[config.mk]
export PLATFORM = sky130hd
export DESIGN_NAME = json_string_unescape_utf8_unit
export DESIGN_NICKNAME = d
export VERILOG_FILES = /design/src/hdl/jsu_pkg.sv /design/src/hdl/jsu_front.sv /design/src/hdl/jsu_fifo.sv /design/src/hdl/jsu_back.sv /design/src/hdl/json_string_unescape_utf8_unit.sv
export SDC_FILE = /design/constraint.sdc
export NUM_CORES = 1
export LEC_CHECK = 0
export BUFFER_PORTS_ARGS = -buffer_cell sky130_fd_sc_hd__buf_2
export CAP_MARGIN = 10
export CORE_ASPECT_RATIO = 0.9
export CORE_UTILIZATION = 45
export CTS_BUF_LIST = sky130_fd_sc_hd__clkbuf_8
export CTS_CLUSTER_DIAMETER = 50
export DETAILED_ROUTE_END_ITERATION = 7
export MAX_ROUTING_LAYER = met4
export SLEW_MARGIN = 15
export SYNTH_ARGS = -nofsm -noshare
export SYNTH_HDL_FRONTEND = slang
export SYNTH_HIERARCHICAL = 1
export SYNTH_SLANG_ARGS = --single-unit
[constraint.sdc]
create_clock -name clk_i -period 5.4 [get_ports clk_i]
set_input_delay 1.08 -clock clk_i [delete_from_list [all_inputs] [get_ports clk_i]]
set_output_delay 1.08 -clock clk_i [all_outputs]
set_load 0.01 [all_outputs]
[src/hdl/jsu_pkg.sv]
// ----------------------------------------------------------------------------
// jsu_pkg
// Shared types, codes and helpers for the JSON string unescape unit.
// ----------------------------------------------------------------------------
package jsu_pkg;

  // Default depth of the command queue between front and back
  localparam int unsigned QueueDepthDefault = 4;

  // Result kinds
  localparam logic [1:0] RK_DATA  = 2'd0;
  localparam logic [1:0] RK_DONE  = 2'd1;
  localparam logic [1:0] RK_ERROR = 2'd2;

  // Error codes
  localparam logic [3:0] ERR_CTRL_CHAR    = 4'd0;
  localparam logic [3:0] ERR_TRUNC_ESC    = 4'd1;
  localparam logic [3:0] ERR_BAD_ESC      = 4'd2;
  localparam logic [3:0] ERR_TRUNC_U      = 4'd3;
  localparam logic [3:0] ERR_BAD_HEX      = 4'd4;
  localparam logic [3:0] ERR_NO_LOW       = 4'd5;
  localparam logic [3:0] ERR_BAD_LOW      = 4'd6;
  localparam logic [3:0] ERR_LONE_LOW     = 4'd7;
  localparam logic [3:0] ERR_UNTERMINATED = 4'd8;
  localparam logic [3:0] ERR_NO_OPEN      = 4'd9;

  // Input action codes
  localparam logic ACT_BYTE = 1'b0;
  localparam logic ACT_END  = 1'b1;

  // Input beat
  typedef struct packed {
    logic       action;
    logic [7:0] data_byte;
  } in_beat_t;

  // Output beat
  typedef struct packed {
    logic [1:0] result_kind;
    logic [7:0] out_byte;
    logic [3:0] error_code;
    logic       last;
  } out_beat_t;

  // Command from front to back
  typedef enum logic [1:0] {
    CMD_BYTE,   // one literal byte in cp[7:0]
    CMD_CP,     // code point to encode as UTF-8
    CMD_DONE,   // closing quote
    CMD_ERR     // error with code in err
  } cmd_op_e;

  typedef struct packed {
    cmd_op_e     op;
    logic [20:0] cp;
    logic [3:0]  err;
  } cmd_t;

  // Hex digit decode: {valid, value}
  function automatic logic [4:0] hex_digit(input logic [7:0] b);
    logic [4:0] r;
    r = 5'd0;
    if (b >= 8'h30 && b <= 8'h39) begin
      r = {1'b1, 4'(b - 8'h30)};
    end else if (b >= 8'h61 && b <= 8'h66) begin
      r = {1'b1, 4'(b - 8'h57)};
    end else if (b >= 8'h41 && b <= 8'h46) begin
      r = {1'b1, 4'(b - 8'h37)};
    end
    return r;
  endfunction

  // UTF-8 length minus one for a code point
  function automatic logic [1:0] utf8_len_m1(input logic [20:0] cp);
    logic [1:0] r;
    if (cp <= 21'h7F) begin
      r = 2'd0;
    end else if (cp <= 21'h7FF) begin
      r = 2'd1;
    end else if (cp <= 21'hFFFF) begin
      r = 2'd2;
    end else begin
      r = 2'd3;
    end
    return r;
  endfunction

  // UTF-8 byte at position idx of a sequence of length len_m1 + 1
  function automatic logic [7:0] utf8_byte(input logic [20:0] cp,
                                           input logic [1:0]  len_m1,
                                           input logic [1:0]  idx);
    logic [1:0] rem;
    logic [7:0] r;
    rem = len_m1 - idx;
    if (idx == 2'd0) begin
      case (len_m1)
        2'd0:    r = {1'b0, cp[6:0]};
        2'd1:    r = {3'b110, cp[10:6]};
        2'd2:    r = {4'b1110, cp[15:12]};
        default: r = {5'b11110, cp[20:18]};
      endcase
    end else begin
      case (rem)
        2'd0:    r = {2'b10, cp[5:0]};
        2'd1:    r = {2'b10, cp[11:6]};
        default: r = {2'b10, cp[17:12]};
      endcase
    end
    return r;
  endfunction

endpackage

[src/hdl/jsu_front.sv]
// ----------------------------------------------------------------------------
// jsu_front
// Parser: walks the string grammar one accepted input byte per cycle and
// issues at most one command per byte toward the back end.
// ----------------------------------------------------------------------------
module jsu_front (
  input  logic             clk_i,
  input  logic             rst_ni,
  input  logic             accept_i,
  input  jsu_pkg::in_beat_t beat_i,
  output logic             cmd_valid_o,
  output jsu_pkg::cmd_t    cmd_o
);

  typedef enum logic [2:0] {
    MODE_IDLE,
    MODE_BODY,
    MODE_ESC,
    MODE_QUAD1,
    MODE_WBS,
    MODE_WU,
    MODE_QUAD2
  } mode_e;

  mode_e       mode_q, mode_d;
  logic [1:0]  hex_cnt_q, hex_cnt_d;
  logic [15:0] hex_val_q, hex_val_d;
  logic        hex_bad_q, hex_bad_d;
  logic [9:0]  high_q, high_d;

  logic        is_end;
  logic [7:0]  b;
  logic [4:0]  dig;
  logic [15:0] val_next;
  logic        bad_next;
  logic        err_hit;
  logic [3:0]  err_code;

  assign is_end   = (beat_i.action == jsu_pkg::ACT_END);
  assign b        = beat_i.data_byte;
  assign dig      = jsu_pkg::hex_digit(b);
  assign val_next = {hex_val_q[11:0], dig[3:0]};
  assign bad_next = hex_bad_q | ~dig[4];

  // Next state and command
  always_comb begin
    mode_d      = mode_q;
    hex_cnt_d   = hex_cnt_q;
    hex_val_d   = hex_val_q;
    hex_bad_d   = hex_bad_q;
    high_d      = high_q;
    cmd_valid_o = 1'b0;
    cmd_o       = '{op: jsu_pkg::CMD_BYTE, cp: 21'd0, err: 4'd0};
    err_hit     = 1'b0;
    err_code    = jsu_pkg::ERR_CTRL_CHAR;

    unique case (mode_q)
      MODE_BODY: begin
        if (is_end) begin
          err_hit  = 1'b1;
          err_code = jsu_pkg::ERR_UNTERMINATED;
        end else if (b == 8'h22) begin
          cmd_valid_o = 1'b1;
          cmd_o.op    = jsu_pkg::CMD_DONE;
          mode_d      = MODE_IDLE;
        end else if (b < 8'h20) begin
          err_hit  = 1'b1;
          err_code = jsu_pkg::ERR_CTRL_CHAR;
        end else if (b == 8'h5C) begin
          mode_d = MODE_ESC;
        end else begin
          cmd_valid_o = 1'b1;
          cmd_o.cp    = {13'd0, b};
        end
      end

      MODE_ESC: begin
        if (is_end) begin
          err_hit  = 1'b1;
          err_code = jsu_pkg::ERR_TRUNC_ESC;
        end else begin
          mode_d      = MODE_BODY;
          cmd_valid_o = 1'b1;
          case (b)
            8'h22, 8'h5C, 8'h2F: cmd_o.cp = {13'd0, b};
            8'h62:               cmd_o.cp = 21'h08;
            8'h66:               cmd_o.cp = 21'h0C;
            8'h6E:               cmd_o.cp = 21'h0A;
            8'h72:               cmd_o.cp = 21'h0D;
            8'h74:               cmd_o.cp = 21'h09;
            8'h75: begin
              cmd_valid_o = 1'b0;
              mode_d      = MODE_QUAD1;
              hex_cnt_d   = 2'd0;
              hex_val_d   = 16'd0;
              hex_bad_d   = 1'b0;
            end
            default: begin
              cmd_valid_o = 1'b0;
              err_hit     = 1'b1;
              err_code    = jsu_pkg::ERR_BAD_ESC;
            end
          endcase
        end
      end

      MODE_QUAD1, MODE_QUAD2: begin
        if (is_end) begin
          err_hit  = 1'b1;
          err_code = jsu_pkg::ERR_TRUNC_U;
        end else begin
          hex_val_d = val_next;
          hex_bad_d = bad_next;
          if (hex_cnt_q != 2'd3) begin
            hex_cnt_d = hex_cnt_q + 2'd1;
          end else begin
            hex_cnt_d = 2'd0;
            if (bad_next) begin
              err_hit  = 1'b1;
              err_code = jsu_pkg::ERR_BAD_HEX;
            end else if (mode_q == MODE_QUAD1) begin
              if (val_next[15:10] == 6'b110110) begin
                // high surrogate: wait for the low half
                high_d = val_next[9:0];
                mode_d = MODE_WBS;
              end else if (val_next[15:10] == 6'b110111) begin
                err_hit  = 1'b1;
                err_code = jsu_pkg::ERR_LONE_LOW;
              end else begin
                cmd_valid_o = 1'b1;
                cmd_o.op    = jsu_pkg::CMD_CP;
                cmd_o.cp    = {5'd0, val_next};
                mode_d      = MODE_BODY;
              end
            end else begin
              if (val_next[15:10] != 6'b110111) begin
                err_hit  = 1'b1;
                err_code = jsu_pkg::ERR_BAD_LOW;
              end else begin
                // 0x10000 + (high << 10) + low offset
                cmd_valid_o = 1'b1;
                cmd_o.op    = jsu_pkg::CMD_CP;
                cmd_o.cp    = 21'h10000 + {1'b0, high_q, val_next[9:0]};
                mode_d      = MODE_BODY;
              end
            end
          end
        end
      end

      MODE_WBS: begin
        if (is_end || b != 8'h5C) begin
          err_hit  = 1'b1;
          err_code = jsu_pkg::ERR_NO_LOW;
        end else begin
          mode_d = MODE_WU;
        end
      end

      MODE_WU: begin
        if (is_end || b != 8'h75) begin
          err_hit  = 1'b1;
          err_code = jsu_pkg::ERR_NO_LOW;
        end else begin
          mode_d    = MODE_QUAD2;
          hex_cnt_d = 2'd0;
          hex_val_d = 16'd0;
          hex_bad_d = 1'b0;
        end
      end

      default: begin
        mode_d = MODE_IDLE;
        if (!is_end) begin
          if (b == 8'h22) begin
            mode_d = MODE_BODY;
          end else begin
            err_hit  = 1'b1;
            err_code = jsu_pkg::ERR_NO_OPEN;
          end
        end
      end
    endcase

    // Any error ends the string
    if (err_hit) begin
      cmd_valid_o = 1'b1;
      cmd_o.op    = jsu_pkg::CMD_ERR;
      cmd_o.cp    = 21'd0;
      cmd_o.err   = err_code;
      mode_d      = MODE_IDLE;
    end

    // Only advance on an accepted beat
    if (!accept_i) begin
      mode_d      = mode_q;
      hex_cnt_d   = hex_cnt_q;
      hex_val_d   = hex_val_q;
      hex_bad_d   = hex_bad_q;
      high_d      = high_q;
      cmd_valid_o = 1'b0;
    end
  end

  // Parser state
  always_ff @(posedge clk_i or negedge rst_ni) begin
    if (!rst_ni) begin
      mode_q    <= MODE_IDLE;
      hex_cnt_q <= 2'd0;
      hex_val_q <= 16'd0;
      hex_bad_q <= 1'b0;
      high_q    <= 10'd0;
    end else begin
      mode_q    <= mode_d;
      hex_cnt_q <= hex_cnt_d;
      hex_val_q <= hex_val_d;
      hex_bad_q <= hex_bad_d;
      high_q    <= high_d;
    end
  end

endmodule

[src/hdl/jsu_fifo.sv]
// ----------------------------------------------------------------------------
// jsu_fifo
// Short command queue between parser and UTF-8 emitter.
// ----------------------------------------------------------------------------
module jsu_fifo #(
  parameter int unsigned Depth = jsu_pkg::QueueDepthDefault
) (
  input  logic          clk_i,
  input  logic          rst_ni,
  input  logic          push_i,
  input  jsu_pkg::cmd_t push_data_i,
  output logic          full_o,
  input  logic          pop_i,
  output jsu_pkg::cmd_t pop_data_o,
  output logic          empty_o
);

  localparam int unsigned PtrW = (Depth > 1) ? $clog2(Depth) : 1;
  localparam int unsigned CntW = $clog2(Depth + 1);
  localparam logic [PtrW-1:0] LastPtr = PtrW'(Depth - 1);

  jsu_pkg::cmd_t   mem_q [Depth];
  logic [PtrW-1:0] wr_ptr_q, rd_ptr_q;
  logic [CntW-1:0] count_q;

  assign full_o     = (count_q == CntW'(Depth));
  assign empty_o    = (count_q == '0);
  assign pop_data_o = mem_q[rd_ptr_q];

  // Storage
  always_ff @(posedge clk_i) begin
    if (push_i) begin
      mem_q[wr_ptr_q] <= push_data_i;
    end
  end

  // Pointers and fill count
  always_ff @(posedge clk_i or negedge rst_ni) begin
    if (!rst_ni) begin
      wr_ptr_q <= '0;
      rd_ptr_q <= '0;
      count_q  <= '0;
    end else begin
      if (push_i) begin
        wr_ptr_q <= (wr_ptr_q == LastPtr) ? '0 : wr_ptr_q + PtrW'(1);
      end
      if (pop_i) begin
        rd_ptr_q <= (rd_ptr_q == LastPtr) ? '0 : rd_ptr_q + PtrW'(1);
      end
      if (push_i && !pop_i) begin
        count_q <= count_q + CntW'(1);
      end else if (!push_i && pop_i) begin
        count_q <= count_q - CntW'(1);
      end
    end
  end

endmodule

[src/hdl/jsu_back.sv]
// ----------------------------------------------------------------------------
// jsu_back
// Emitter: expands each command into one to four output beats and holds
// them in an output register.
// ----------------------------------------------------------------------------
module jsu_back (
  input  logic               clk_i,
  input  logic               rst_ni,
  input  logic               cmd_empty_i,
  input  jsu_pkg::cmd_t      cmd_i,
  output logic               cmd_pop_o,
  output logic               out_valid_o,
  input  logic               out_ready_i,
  output jsu_pkg::out_beat_t out_data_o
);

  logic               cur_valid_q;
  jsu_pkg::cmd_t      cur_q;
  logic [1:0]         len_m1_q;
  logic [1:0]         idx_q;
  logic               out_valid_q;
  jsu_pkg::out_beat_t out_q;

  logic               load_out;
  logic               last_beat;
  jsu_pkg::out_beat_t beat;

  assign load_out    = cur_valid_q && (!out_valid_q || out_ready_i);
  assign last_beat   = (idx_q == len_m1_q);
  assign cmd_pop_o   = !cmd_empty_i && (!cur_valid_q || (load_out && last_beat));
  assign out_valid_o = out_valid_q;
  assign out_data_o  = out_q;

  // Beat for the current command position
  always_comb begin
    beat = '{result_kind: jsu_pkg::RK_DATA, out_byte: 8'd0, error_code: 4'd0,
             last: last_beat};
    case (cur_q.op)
      jsu_pkg::CMD_BYTE: beat.out_byte = cur_q.cp[7:0];
      jsu_pkg::CMD_CP:   beat.out_byte = jsu_pkg::utf8_byte(cur_q.cp, len_m1_q, idx_q);
      jsu_pkg::CMD_DONE: beat.result_kind = jsu_pkg::RK_DONE;
      default: begin
        beat.result_kind = jsu_pkg::RK_ERROR;
        beat.error_code  = cur_q.err;
      end
    endcase
  end

  // Current command and position
  always_ff @(posedge clk_i or negedge rst_ni) begin
    if (!rst_ni) begin
      cur_valid_q <= 1'b0;
      len_m1_q    <= 2'd0;
      idx_q       <= 2'd0;
    end else if (cmd_pop_o) begin
      cur_valid_q <= 1'b1;
      len_m1_q    <= (cmd_i.op == jsu_pkg::CMD_CP) ? jsu_pkg::utf8_len_m1(cmd_i.cp) : 2'd0;
      idx_q       <= 2'd0;
    end else if (load_out) begin
      if (last_beat) begin
        cur_valid_q <= 1'b0;
      end
      idx_q <= idx_q + 2'd1;
    end
  end

  always_ff @(posedge clk_i) begin
    if (cmd_pop_o) begin
      cur_q <= cmd_i;
    end
  end

  // Output register
  always_ff @(posedge clk_i or negedge rst_ni) begin
    if (!rst_ni) begin
      out_valid_q <= 1'b0;
    end else if (load_out) begin
      out_valid_q <= 1'b1;
    end else if (out_ready_i) begin
      out_valid_q <= 1'b0;
    end
  end

  always_ff @(posedge clk_i) begin
    if (load_out) begin
      out_q <= beat;
    end
  end

endmodule

[src/hdl/json_string_unescape_utf8_unit.sv]
// ----------------------------------------------------------------------------
// json_string_unescape_utf8_unit
// Decodes a quoted JSON string byte stream into UTF-8 output beats.
// ----------------------------------------------------------------------------
// The unit takes one input byte per clock whenever the command queue has
// room, and gives one output beat per clock whenever a command is pending
// and the consumer is ready. Each input byte is parsed in its own cycle and
// leaves at most one command in a QueueDepth-entry queue; the emitter turns
// a command into one beat (literal byte, completion, error) or into one to
// four beats for a \u escape. A single \u escape takes six input bytes and
// gives up to three output beats; only a surrogate pair, twelve input bytes,
// gives four beats. An accepted byte passes through the queue, the
// current-command register and the output register before its first beat.
module json_string_unescape_utf8_unit #(
  parameter int unsigned QueueDepth = jsu_pkg::QueueDepthDefault
) (
  input  logic               clk_i,
  input  logic               rst_ni,
  input  logic               in_valid_i,
  output logic               in_ready_o,
  input  jsu_pkg::in_beat_t  in_data_i,
  output logic               out_valid_o,
  input  logic               out_ready_i,
  output jsu_pkg::out_beat_t out_data_o
);

  logic          accept;
  logic          cmd_valid;
  jsu_pkg::cmd_t cmd;
  logic          q_full;
  logic          q_empty;
  logic          q_pop;
  jsu_pkg::cmd_t q_head;

  assign in_ready_o = !q_full;
  assign accept     = in_valid_i && in_ready_o;

  jsu_front u_front (
    .clk_i       (clk_i),
    .rst_ni      (rst_ni),
    .accept_i    (accept),
    .beat_i      (in_data_i),
    .cmd_valid_o (cmd_valid),
    .cmd_o       (cmd)
  );

  jsu_fifo #(
    .Depth (QueueDepth)
  ) u_fifo (
    .clk_i       (clk_i),
    .rst_ni      (rst_ni),
    .push_i      (cmd_valid),
    .push_data_i (cmd),
    .full_o      (q_full),
    .pop_i       (q_pop),
    .pop_data_o  (q_head),
    .empty_o     (q_empty)
  );

  jsu_back u_back (
    .clk_i       (clk_i),
    .rst_ni      (rst_ni),
    .cmd_empty_i (q_empty),
    .cmd_i       (q_head),
    .cmd_pop_o   (q_pop),
    .out_valid_o (out_valid_o),
    .out_ready_i (out_ready_i),
    .out_data_o  (out_data_o)
  );

endmodule
== Word level (Yosys, flattened, before mapping) ==
Memories as Yosys holds them, arrays and structs flattened.
Index checks and enable logic that the tools add are counted.
Storage, ports and cells
  register bits: 83
  bits in writable memories: 108
  input port bits: 13
  output and inout port bits: 17
  logic and storage cells: 256
  memories kept: 1
Memories
  u_fifo.mem_q: words 4, width 27, rd ports 1, clocked after Yosys merged registers in 0, write ports 1, line jsu_fifo.sv:22  | jsu_pkg::cmd_t mem_q [Depth];
Operators by class
  add/sub/neg operators: 11
  magnitude comparators: 10
  equal/unequal tests: 46
  multiplexer cells: 125
  bitwise gates (word level): 5
  reductions and logical operators: 39
Operators with widths (count)
  2-to-1 mux 23 bit: 6
  2-to-1 mux 3 bit: 22
  2-to-1 mux 21 bit: 3
  case mux 21 bit (3 select lines): 1
  equality test 8 x 7 -> 1 bit (second input constant): 7
  2-to-1 mux 12 bit: 4
  case mux 8 bit (6 select lines): 1
  2-to-1 mux 1 bit: 44
  2-to-1 mux 22 bit: 2
  case mux 12 bit (3 select lines): 1
  2-to-1 mux 2 bit: 16
  2-to-1 mux 4 bit: 8
  2-to-1 mux 27 bit: 1
  case mux 8 bit (3 select lines): 1
  adder 17 x 20 -> 21 bit (first input constant): 1
  less-or-equal comparator 21 x 11 -> 1 bit (second input constant): 1
  less-or-equal comparator 21 x 16 -> 1 bit (second input constant): 1
  less-or-equal comparator 21 x 7 -> 1 bit (second input constant): 1
  case mux 4 bit (5 select lines): 1
  inequality test 3 x 2 -> 1 bit (second input constant): 6
  equality test 8 x 6 -> 1 bit (second input constant): 2
  >= comparator 8 x 7 -> 1 bit (second input constant): 2
  less-or-equal comparator 8 x 7 -> 1 bit (second input constant): 2
  2-to-1 mux 8 bit: 2
  other kinds (49): 100

== Depth between registers and ports, before layout ==
Gate-level depths: netlist of run 1.
  word-level depth: 17
  mapped depth: 15
  mapped depth without buffers: 14

== Cells and area by module ==
Netlist of run 1, hierarchy kept.
Modules (own cells, without submodules)
  jsu_fifo: instances 1, cells an instance 178, area each 4321.6 sq um
  jsu_front: instances 1, cells an instance 303, area each 2362.3 sq um
  jsu_back: instances 1, cells an instance 149, area each 2148.3 sq um
  json_string_unescape_utf8_unit: instances 1, cells an instance 2, area each 10.0 sq um

== Least setup slack after synthesis of run 1 ==
OpenSTA, ideal clock, no wires.
  path kind: input -> register
  start: input port out_ready_i
  end: register u_fifo.count_q[1]
  setup time: 0.125 ns
  data arrival time: 4.161 ns
  required time: 5.275 ns
  setup slack: 1.114 ns
  stages on the path: 8
  path buffers: 0
  cell sequence: nand2b_1 nand3_1 a21oi_1 inv_1 ha_1 inv_1 fa_1 mux2_2
Between the ends
  cells in the longest elaborated chain, start to end: 8
  elaborated cells on any way between the ends: 10
  classes of those cells: mux (1); reduce/logical (9)
Ends and longest elaborated chain
  start, declared: line json_string_unescape_utf8_unit.sv:23  | input logic out_ready_i,
  logical OR 1 bit *: line jsu_back.sv:28  | assign load_out = cur_valid_q && (!out_valid_q || out_ready_i);
  logical AND 1 bit *: line jsu_back.sv:28
  logical AND 1 bit *: line jsu_back.sv:30  | assign cmd_pop_o = !cmd_empty_i && (!cur_valid_q || (load_out && last_beat));
  logical OR 1 bit *: line jsu_back.sv:30
  logical AND 1 bit *: line jsu_back.sv:30
  named net q_pop: line json_string_unescape_utf8_unit.sv:32  | logic q_pop;
  logical NOT 1 bit: line jsu_fifo.sv:50  | if (push_i && !pop_i) begin
  logical AND 1 bit: line jsu_fifo.sv:50
  2-to-1 mux 3 bit / nonzero test 2 bit (equally long branches)
  end signal, assigned: line jsu_fifo.sv:51  | count_q <= count_q + CntW'(1);
  end signal, assigned: line jsu_fifo.sv:53  | count_q <= count_q - CntW'(1);
  end, declared: line jsu_fifo.sv:24  | logic [CntW-1:0] count_q;
Mark *: on every way through the listed nets, which the timed path passes. The rest lies on a longest branch.
A chain may end at the register's enable or synchronous reset.

== Worst setup path after layout of run 1 ==
  start: input port in_data_i[0] in the netlist's numbering
  end: register u_fifo.count_q[1]
Between the ends
  cells in the longest elaborated chain, start to end: 16
  elaborated cells on any way between the ends: 60
  classes of those cells: order compare (7); eq/ne (11); mux (29); bitwise (2); reduce/logical (11)
Ends and longest elaborated chain
  start, declared: line json_string_unescape_utf8_unit.sv:21  | input jsu_pkg::in_beat_t in_data_i,
  >= comparator 8 x 7 -> 1 bit / less-or-equal comparator 8 x 7 -> 1 bit (equally long branches): line jsu_pkg.sv:67  | end else if (b >= 8'h41 && b <= 8'h46) begin
  logical AND 1 bit: line jsu_pkg.sv:67
  2-to-1 mux 5 bit: line jsu_pkg.sv:67
  2-to-1 mux 5 bit: line jsu_pkg.sv:65  | end else if (b >= 8'h61 && b <= 8'h66) begin
  2-to-1 mux 5 bit: line jsu_pkg.sv:63  | if (b >= 8'h30 && b <= 8'h39) begin
  NOT 1 bit: line jsu_front.sv:43  | assign bad_next = hex_bad_q | ~dig[4];
  bitwise OR 1 bit: line jsu_front.sv:43
  2-to-1 mux 1 bit: line jsu_front.sv:118  | if (bad_next) begin
  2-to-1 mux 1 bit: line jsu_front.sv:114  | if (hex_cnt_q != 2'd3) begin
  2-to-1 mux 1 bit: line jsu_front.sv:108  | if (is_end) begin
  case mux 1 bit (5 select lines) / case mux 1 bit (3 select lines) (equally long branches): line jsu_front.sv:57  | unique case (mode_q)
  2-to-1 mux 1 bit *: line jsu_front.sv:186  | if (err_hit) begin
  2-to-1 mux 1 bit *: line jsu_front.sv:195  | if (!accept_i) begin
  named net cmd_valid: line json_string_unescape_utf8_unit.sv:28  | logic cmd_valid;
  logical NOT 1 bit: line jsu_fifo.sv:52  | end else if (!push_i && pop_i) begin
  logical AND 1 bit: line jsu_fifo.sv:52
  nonzero test 2 bit (no source line)
Marked as above.

==> results.json, run 1 <==
{
  "outcome": "finished, final reports clean",
  "clk_pin_slew_worst_paths_ns": 0.08,
  "final_cell_area_um2": 9630,
  "p_sw_share_pct": 31.1,
  "grt_use_total_pct": 19.4,
  "htreeDepth": 4,
  "dp.cells": 891,
  "io_buffers": 29,
  "ys_ff_latch": 191,
  "p_clk_share_pct": 21.7,
  "finalWirelength_um": 17700,
  "finalMaxSlewViolations": 0,
  "ys_types": 76,
  "layout_min_cycle_time_ns": 4.31,
  "cpMaxStageDelayCell": "a2111oi_4",
  "synth_cells": 632,
  "crit_chain": "buf_2 -> inv_1 -> ha_1 -> o21bai_1 -> a2111oi_4 -> o221ai_1 -> a31o_1 -> a311o_1 -> o31a_1 -> ha_1 -> inv_1 -> fa_1 -> mux2_2",
  "routedWlPerCell_um": 19.2,
  "routabilityCongestion": 0.906,
  "fmax_mhz": 232,
  "hold_class": "register to register",
  "clkSinkCount": 191,
  "hold_viol_final": 0,
  "holdWs_ns": 0.496,
  "power.total_uw": 4230,
  "fillCellCount": 1704,
  "drive_above_1_share_pct": 17.2,
  "antenna_cells": 0,
  "fp-row-count": 48,
  "critical_path_class": "input pin to register",
  "cts-resized-gates": 0,
  "postSynthAreaPerCell_um2": 14.0,
  "placed_cell_area_um2": 9240,
  "nNetsFinal": 692,
  "clkLatencyLatePin_ns": 0.46,
  "rr_worst_depth": 10,
  "first_iter_violations": 317,
  "yosysWarnings": 6,
  "grt_max_degree": 42,
  "p_leak_uw": 0.00348,
  "power_density_nw_per_um2": 439,
  "p_int_uw": 2910,
  "cts_buffers": 17,
  "dieWidth_um": 150,
  "num_vias": 5295,
  "vdd_drop_max_mv": 0.166,
  "die_area_um2": 20200,
  "drcViolationCount": 0,
  "synthesis.nets": 664,
  "grt_pass1_vias": 5339,
  "cap_viol_max_count": 0,
  "crit_required_ns": 5.73,
  "clk_path_buf_depth": 2,
  "cts_tree": "yes",
  "start_util_pct": 46.0,
  "cp-end-kind": "register",
  "antenna_found_initial": 0,
  "die_y_um": 135,
  "min_path_cells": 1,
  "holdBufCountCts": 0,
  "grt_overflow_total": 0,
  "relSlewSlack_pct": 32.7,
  "synth_area_um2": 8840,
  "seqPwrFrac_pct": 49.9,
  "setup_violations": 0,
  "cpPeakStageDelay_ns": 0.53,
  "async_reset_ff_share_pct": 21.5,
  "finalClockSkew_ns": 0.0194,
  "cts.root.buffer_cell": "clkbuf_8",
  "ant_nets": 0,
  "area_delta_synth_final_pct": 8.91,
  "critPathLaunchType": "input pin",
  "core_um2": 19200,
  "dp_hpwl_um": 12700,
  "fin_cells": 923,
  "critPathMaxFanout": 9,
  "p_sw_uw": 1310,
  "synth_edf_count": 150,
  "viasPerCell": 5.74,
  "ys_seq_area_share_pct": 62.5,
  "yosys_most_used_dff": "edfxtp_1",
  "post-cts-setup-buffers": 0,
  "post-route-period-util_pct": 79.8,
  "worstMarginPinSlew_ns": 1.01,
  "tns_ns": 0,
  "grt_pass1_wl_um": 28500,
  "io_pins": 30,
  "grt_setup_unrepaired": "no",
  "combPwrFrac_pct": 28.3,
  "worst-endpoint-arrival_ns": 4.64,
  "dr.pass1.iters": 6
}
## cells by family (layout without fill, tap and decap cells)
logic type | count (synthesis) | after routing | share of synthesized area [%]
compound gates | 118 | 118 | 10.0
xor+xnor | 9 | 9 | 1.06
fa+ha+maj | 19 | 19 | 2.77
buf+inv | 61 | 102 | 3.04
flops | 191 | 191 | 62.5
mux | 50 | 50 | 9.85
simple gates | 184 | 184 | 10.7
## sequential cells by signal, indices dropped and copies added (netlist names), 3 cells and up
name	count
u_front/mode_q	3
u_back/cur_q	27
u_fifo/count_q	3
u_front/high_q	10
u_fifo/mem_q	108
u_back/out_data_o	15
u_front/hex_val_q	12
## Yosys cell counts (5+ instances only)
cell        n  area [µm²]
nand2b_1   11        68.8
and3_1      8        50.1
mux2_1      8        90.1
dfrtp_1    41        1030
edfxtp_1  150        4500
a32o_1      5        50.1
nor2_1     37         139
nand2_1    44         165
buf_2      10        50.1
inv_1      31         116
nor2b_1     9        56.3
and2_1     15        93.8
o211ai_1    7        52.6
a21oi_1    17        85.1
clkbuf_1   14        52.6
o21ai_1    21         105
nand3_1    21         105
mux2_2      7        78.8
nor3_1     12        60.1
ha_1       18         225
mux2i_1     6        60.1
o21ai_0    14        70.1
a211o_1     5        43.8
mux4_2     26         586
## power by group through the flow
stage	combinational, µW	sequential (µW)	clock (µW)
final	1200	2110	919
after global routing	1330	2150	996
after CTS	1210	2120	941
after detailed placement	1210	2150	0
after global placement	1190	2140	0
after floorplan	991	2060	0
## worst max-delay path: cells and delay by family
kind	cells	cell delay [ns]
mux	1	0.27
buf+inv	3	0.33
compound gates	6	2.06
fa+ha+maj	3	0.91
## cell type report
cell class                      instances  area [µm²]  area share, %
Timing Repair Buffer                   39         220           2.29
Multi-Input combinational cell        380        3050           31.7
Clock buffer                           17         234           2.43
Inverter                               31         116           1.21
Tap cell                              250         313           3.25
Clock inverter                         15         161           1.68
Sequential cell                       191        5530           57.4
## metrics by stage
step | utilization [%] | setup WS, ns
final | 50.1 | 1.09
after global routing | 50.1 | 0.820
after CTS | 50.1 | 1.15
after detailed placement | 48.1 | 0.657
after global placement | 48.1 | 0.743
after floorplan | - | 1.11
## per-layer routing
metal	vias to the layer above	wire (µm)	GRT usage, %
met4	0	305	6.73
met5	-	0	-
li1	2483	-	-
met3	22	646	3.61
met2	133	8800	31.5
met1	2657	8000	24.5
## worst paths after layout
path / from / endpoint / slack [ns]
max: in_data_i[0] / u_fifo/count_q[1] / 1.09
min: u_fifo/count_q[2] / u_fifo/count_q[2] / 0.50
max reg2reg: u_front/mode_q[0] / u_fifo/count_q[1] / 1.51
min reg2reg: u_fifo/count_q[2] / u_fifo/count_q[2] / 0.50
max in group asynchronous: rst_ni / u_fifo/rd_ptr_q[0] / 3.92
min in group asynchronous: rst_ni / u_front/hex_cnt_q[1] / 0.78
## layout by cell type, fill, tap and decap left out, drive strengths merged, types with 4 or more instances in the layout
master / instances
or4: 4
xor2: 4
a21oi: 17
edfxtp: 150
nor3b: 4
dfrtp: 41
mux4: 27
nand2: 44
and3: 8
nor2: 37
nor2b: 9
clkinv: 6
inv: 35
a31oi: 4
mux2i: 6
a32o: 5
o21ai: 35
nor3: 12
a222oi: 4
mux2: 17
and2: 15
ha: 18
nand3: 21
clkbuf: 17
a311oi: 5
nand2b: 11
o211ai: 7
buf: 39
a211o: 5
xnor2: 4
Note: power is estimated with default switching activity, not from simulation.
==> run 2: changes to the inputs <==
Clock period 5.4 ns to 4.5 ns, I/O delays scaled along.
==> results.json, run 2 (synthesized netlist as in run 1, its figures left out) <==
{
  "outcome": "finished, final reports clean",
  "fp-row-count": 48,
  "tns_ns": 0,
  "dr.pass1.iters": 5,
  "critPathLaunchType": "input pin",
  "p_leak_uw": 0.00354,
  "seqPwrFrac_pct": 49.6,
  "vdd_drop_max_mv": 0.229,
  "clk_path_buf_depth": 2,
  "finalWirelength_um": 18200,
  "num_vias": 5409,
  "htreeDepth": 4,
  "cpMaxStageDelayCell": "fa_1",
  "cts_tree": "yes",
  "clkLatencyLatePin_ns": 0.46,
  "fmax_mhz": 259,
  "layout_min_cycle_time_ns": 3.86,
  "drive_above_1_share_pct": 18.1,
  "fin_ws_ns": 0.636,
  "ff2ff_setup_slack_ns": 0.76,
  "antenna_found_initial": 0,
  "cpPeakStageDelay_ns": 0.40,
  "post-route-period-util_pct": 85.9,
  "first_iter_violations": 391,
  "cap_viol_max_count": 0,
  "io_pins": 30,
  "crit_chain": "buf_2 -> inv_1 -> ha_1 -> o21bai_1 -> a2111oi_4 -> o221ai_1 -> a31o_1 -> a311o_1 -> o31a_1 -> ha_1 -> inv_1 -> fa_1 -> mux2_2",
  "hold_class": "register to register",
  "min-delay-start": "u_fifo/count_q[2]",
  "placed_cell_area_um2": 9320,
  "grt_use_total_pct": 20.1,
  "post-cts-setup-buffers": 0,
  "finalMaxSlewViolations": 0,
  "grt_max_degree": 42,
  "layout_common_cells": "edfxtp_1, nand2_1, dfrtp_1, nor2_1, inv_1",
  "dp_hpwl_um": 13000,
  "die_area_um2": 20200,
  "p_sw_share_pct": 31.2,
  "routedWlPerCell_um": 19.5,
  "crit_required_ns": 4.85,
  "grt_pass1_wl_um": 29200,
  "worstReg2RegStart": "u_front/mode_q[2]",
  "hold_end": "u_fifo/count_q[2]",
  "holdBufCountCts": 0,
  "core_um2": 19200,
  "min_path_cells": 1,
  "crit_path_start": "in_data_i[0]",
  "p_sw_uw": 1590,
  "p_int_uw": 3520,
  "cts-resized-gates": 0,
  "r2r-end": "u_fifo/count_q[1]",
  "cts.root.buffer_cell": "clkbuf_8",
  "dieWidth_um": 150,
  "grt_setup_unrepaired": "no",
  "m1WireLength_um": 8020,
  "ant_nets": 0,
  "met3_length_um": 840,
  "rr_worst_depth": 10,
  "grt_pass1_vias": 5362,
  "combPwrFrac_pct": 28.6,
  "nNetsFinal": 703,
  "critical_path_class": "input pin to register",
  "power_density_nw_per_um2": 526,
  "top_layer_used": "met4",
  "finalClockSkew_ns": 0.0170,
  "die_y_um": 135,
  "clk_pin_slew_worst_paths_ns": 0.09,
  "layout_commonest_cell": "edfxtp_1",
  "area_delta_synth_final_pct": 9.91,
  "cts_buffers": 17,
  "pre_cts_ws_ns": 0.205,
  "worst-endpoint-arrival_ns": 4.21,
  "start_util_pct": 46.0,
  "largest_register_ffs": 108,
  "grt_overflow_total": 0,
  "worstMarginPinSlew_ns": 1.02,
  "relSlewSlack_pct": 32.1,
  "hold_viol_final": 0,
  "cp-end-kind": "register",
  "wl_met2_um": 8970,
  "io_buffers": 29,
  "critPathMaxFanout": 8,
  "routabilityCongestion": 0.887,
  "p_clk_share_pct": 21.8,
  "drcViolationCount": 0,
  "antenna_cells": 0,
  "top_register": "u_fifo/mem_q",
  "final_cell_area_um2": 9720,
  "viasPerCell": 5.79,
  "setup_violations": 0,
  "clkSinkCount": 191
}
## run 2: cell types whose count changed in the layout (fill, tap and decap cells not counted)
cell / before / now
buf_4: 10 / 21
clkinv_1: 0 / 1
clkinv_2: 3 / 1
clkinv_4: 3 / 2
clkinv_8: 0 / 1
inv_1: 31 / 33
inv_6: 3 / 0
inv_8: 1 / 3
## run 2: power groups by stage
stage / clock (µW) / sequential (µW) / combinational [µW]
floorplan: 0 / 2470 / 1190
global placement: 0 / 2570 / 1450
detailed placement: 0 / 2590 / 1470
CTS: 1150 / 2550 / 1480
global route: 1220 / 2580 / 1610
finish: 1120 / 2540 / 1460
## run 2: metal layers
metal	vias up	global-route usage (%)
met5	-	-
met4	0	7.07
li1	2511	-
met1	2705	25.8
met3	28	4.02
met2	165	31.9
## run 2: final cells by class
| cell class | count | area (µm²) |
|---|---|---|
| tap | 250 | 313 |
| inverter | 31 | 116 |
| clock inverter | 15 | 166 |
| fill | 1669 | 9500 |
| sequential | 191 | 5530 |
| clock buffer | 17 | 234 |
| multi-input combinational | 380 | 3050 |
| timing repair buffer | 50 | 303 |
## run 2: worst max-delay path by stage
stage / endpoint / slack, ns
floorplan: u_fifo/count_q[1] / 0.39
global placement: u_fifo/count_q[1] / 0.28
detailed placement: u_fifo/count_q[1] / 0.21
CTS: u_fifo/count_q[1] / 0.70
global route: u_fifo/count_q[1] / 0.54
finish: u_fifo/count_q[1] / 0.64
## run 2: critical path: cells and delay by family
family	cells	cell delay, ns
adders and majority gates	3	0.89
buffers and inverters	3	0.34
AOI/OAI and AO/OA	6	1.82
muxes	1	0.27
## run 2: stage by stage
step	util, %	instances	hold WS (ns)	power (µW)
CTS	50.6	934	0.495	5170
global placement	48.5	902	0.473	4020
finish	50.6	934	0.489	5110
detailed placement	48.5	902	0.477	4060
floorplan	-	632	0.448	3660
global route	50.6	934	0.504	5410
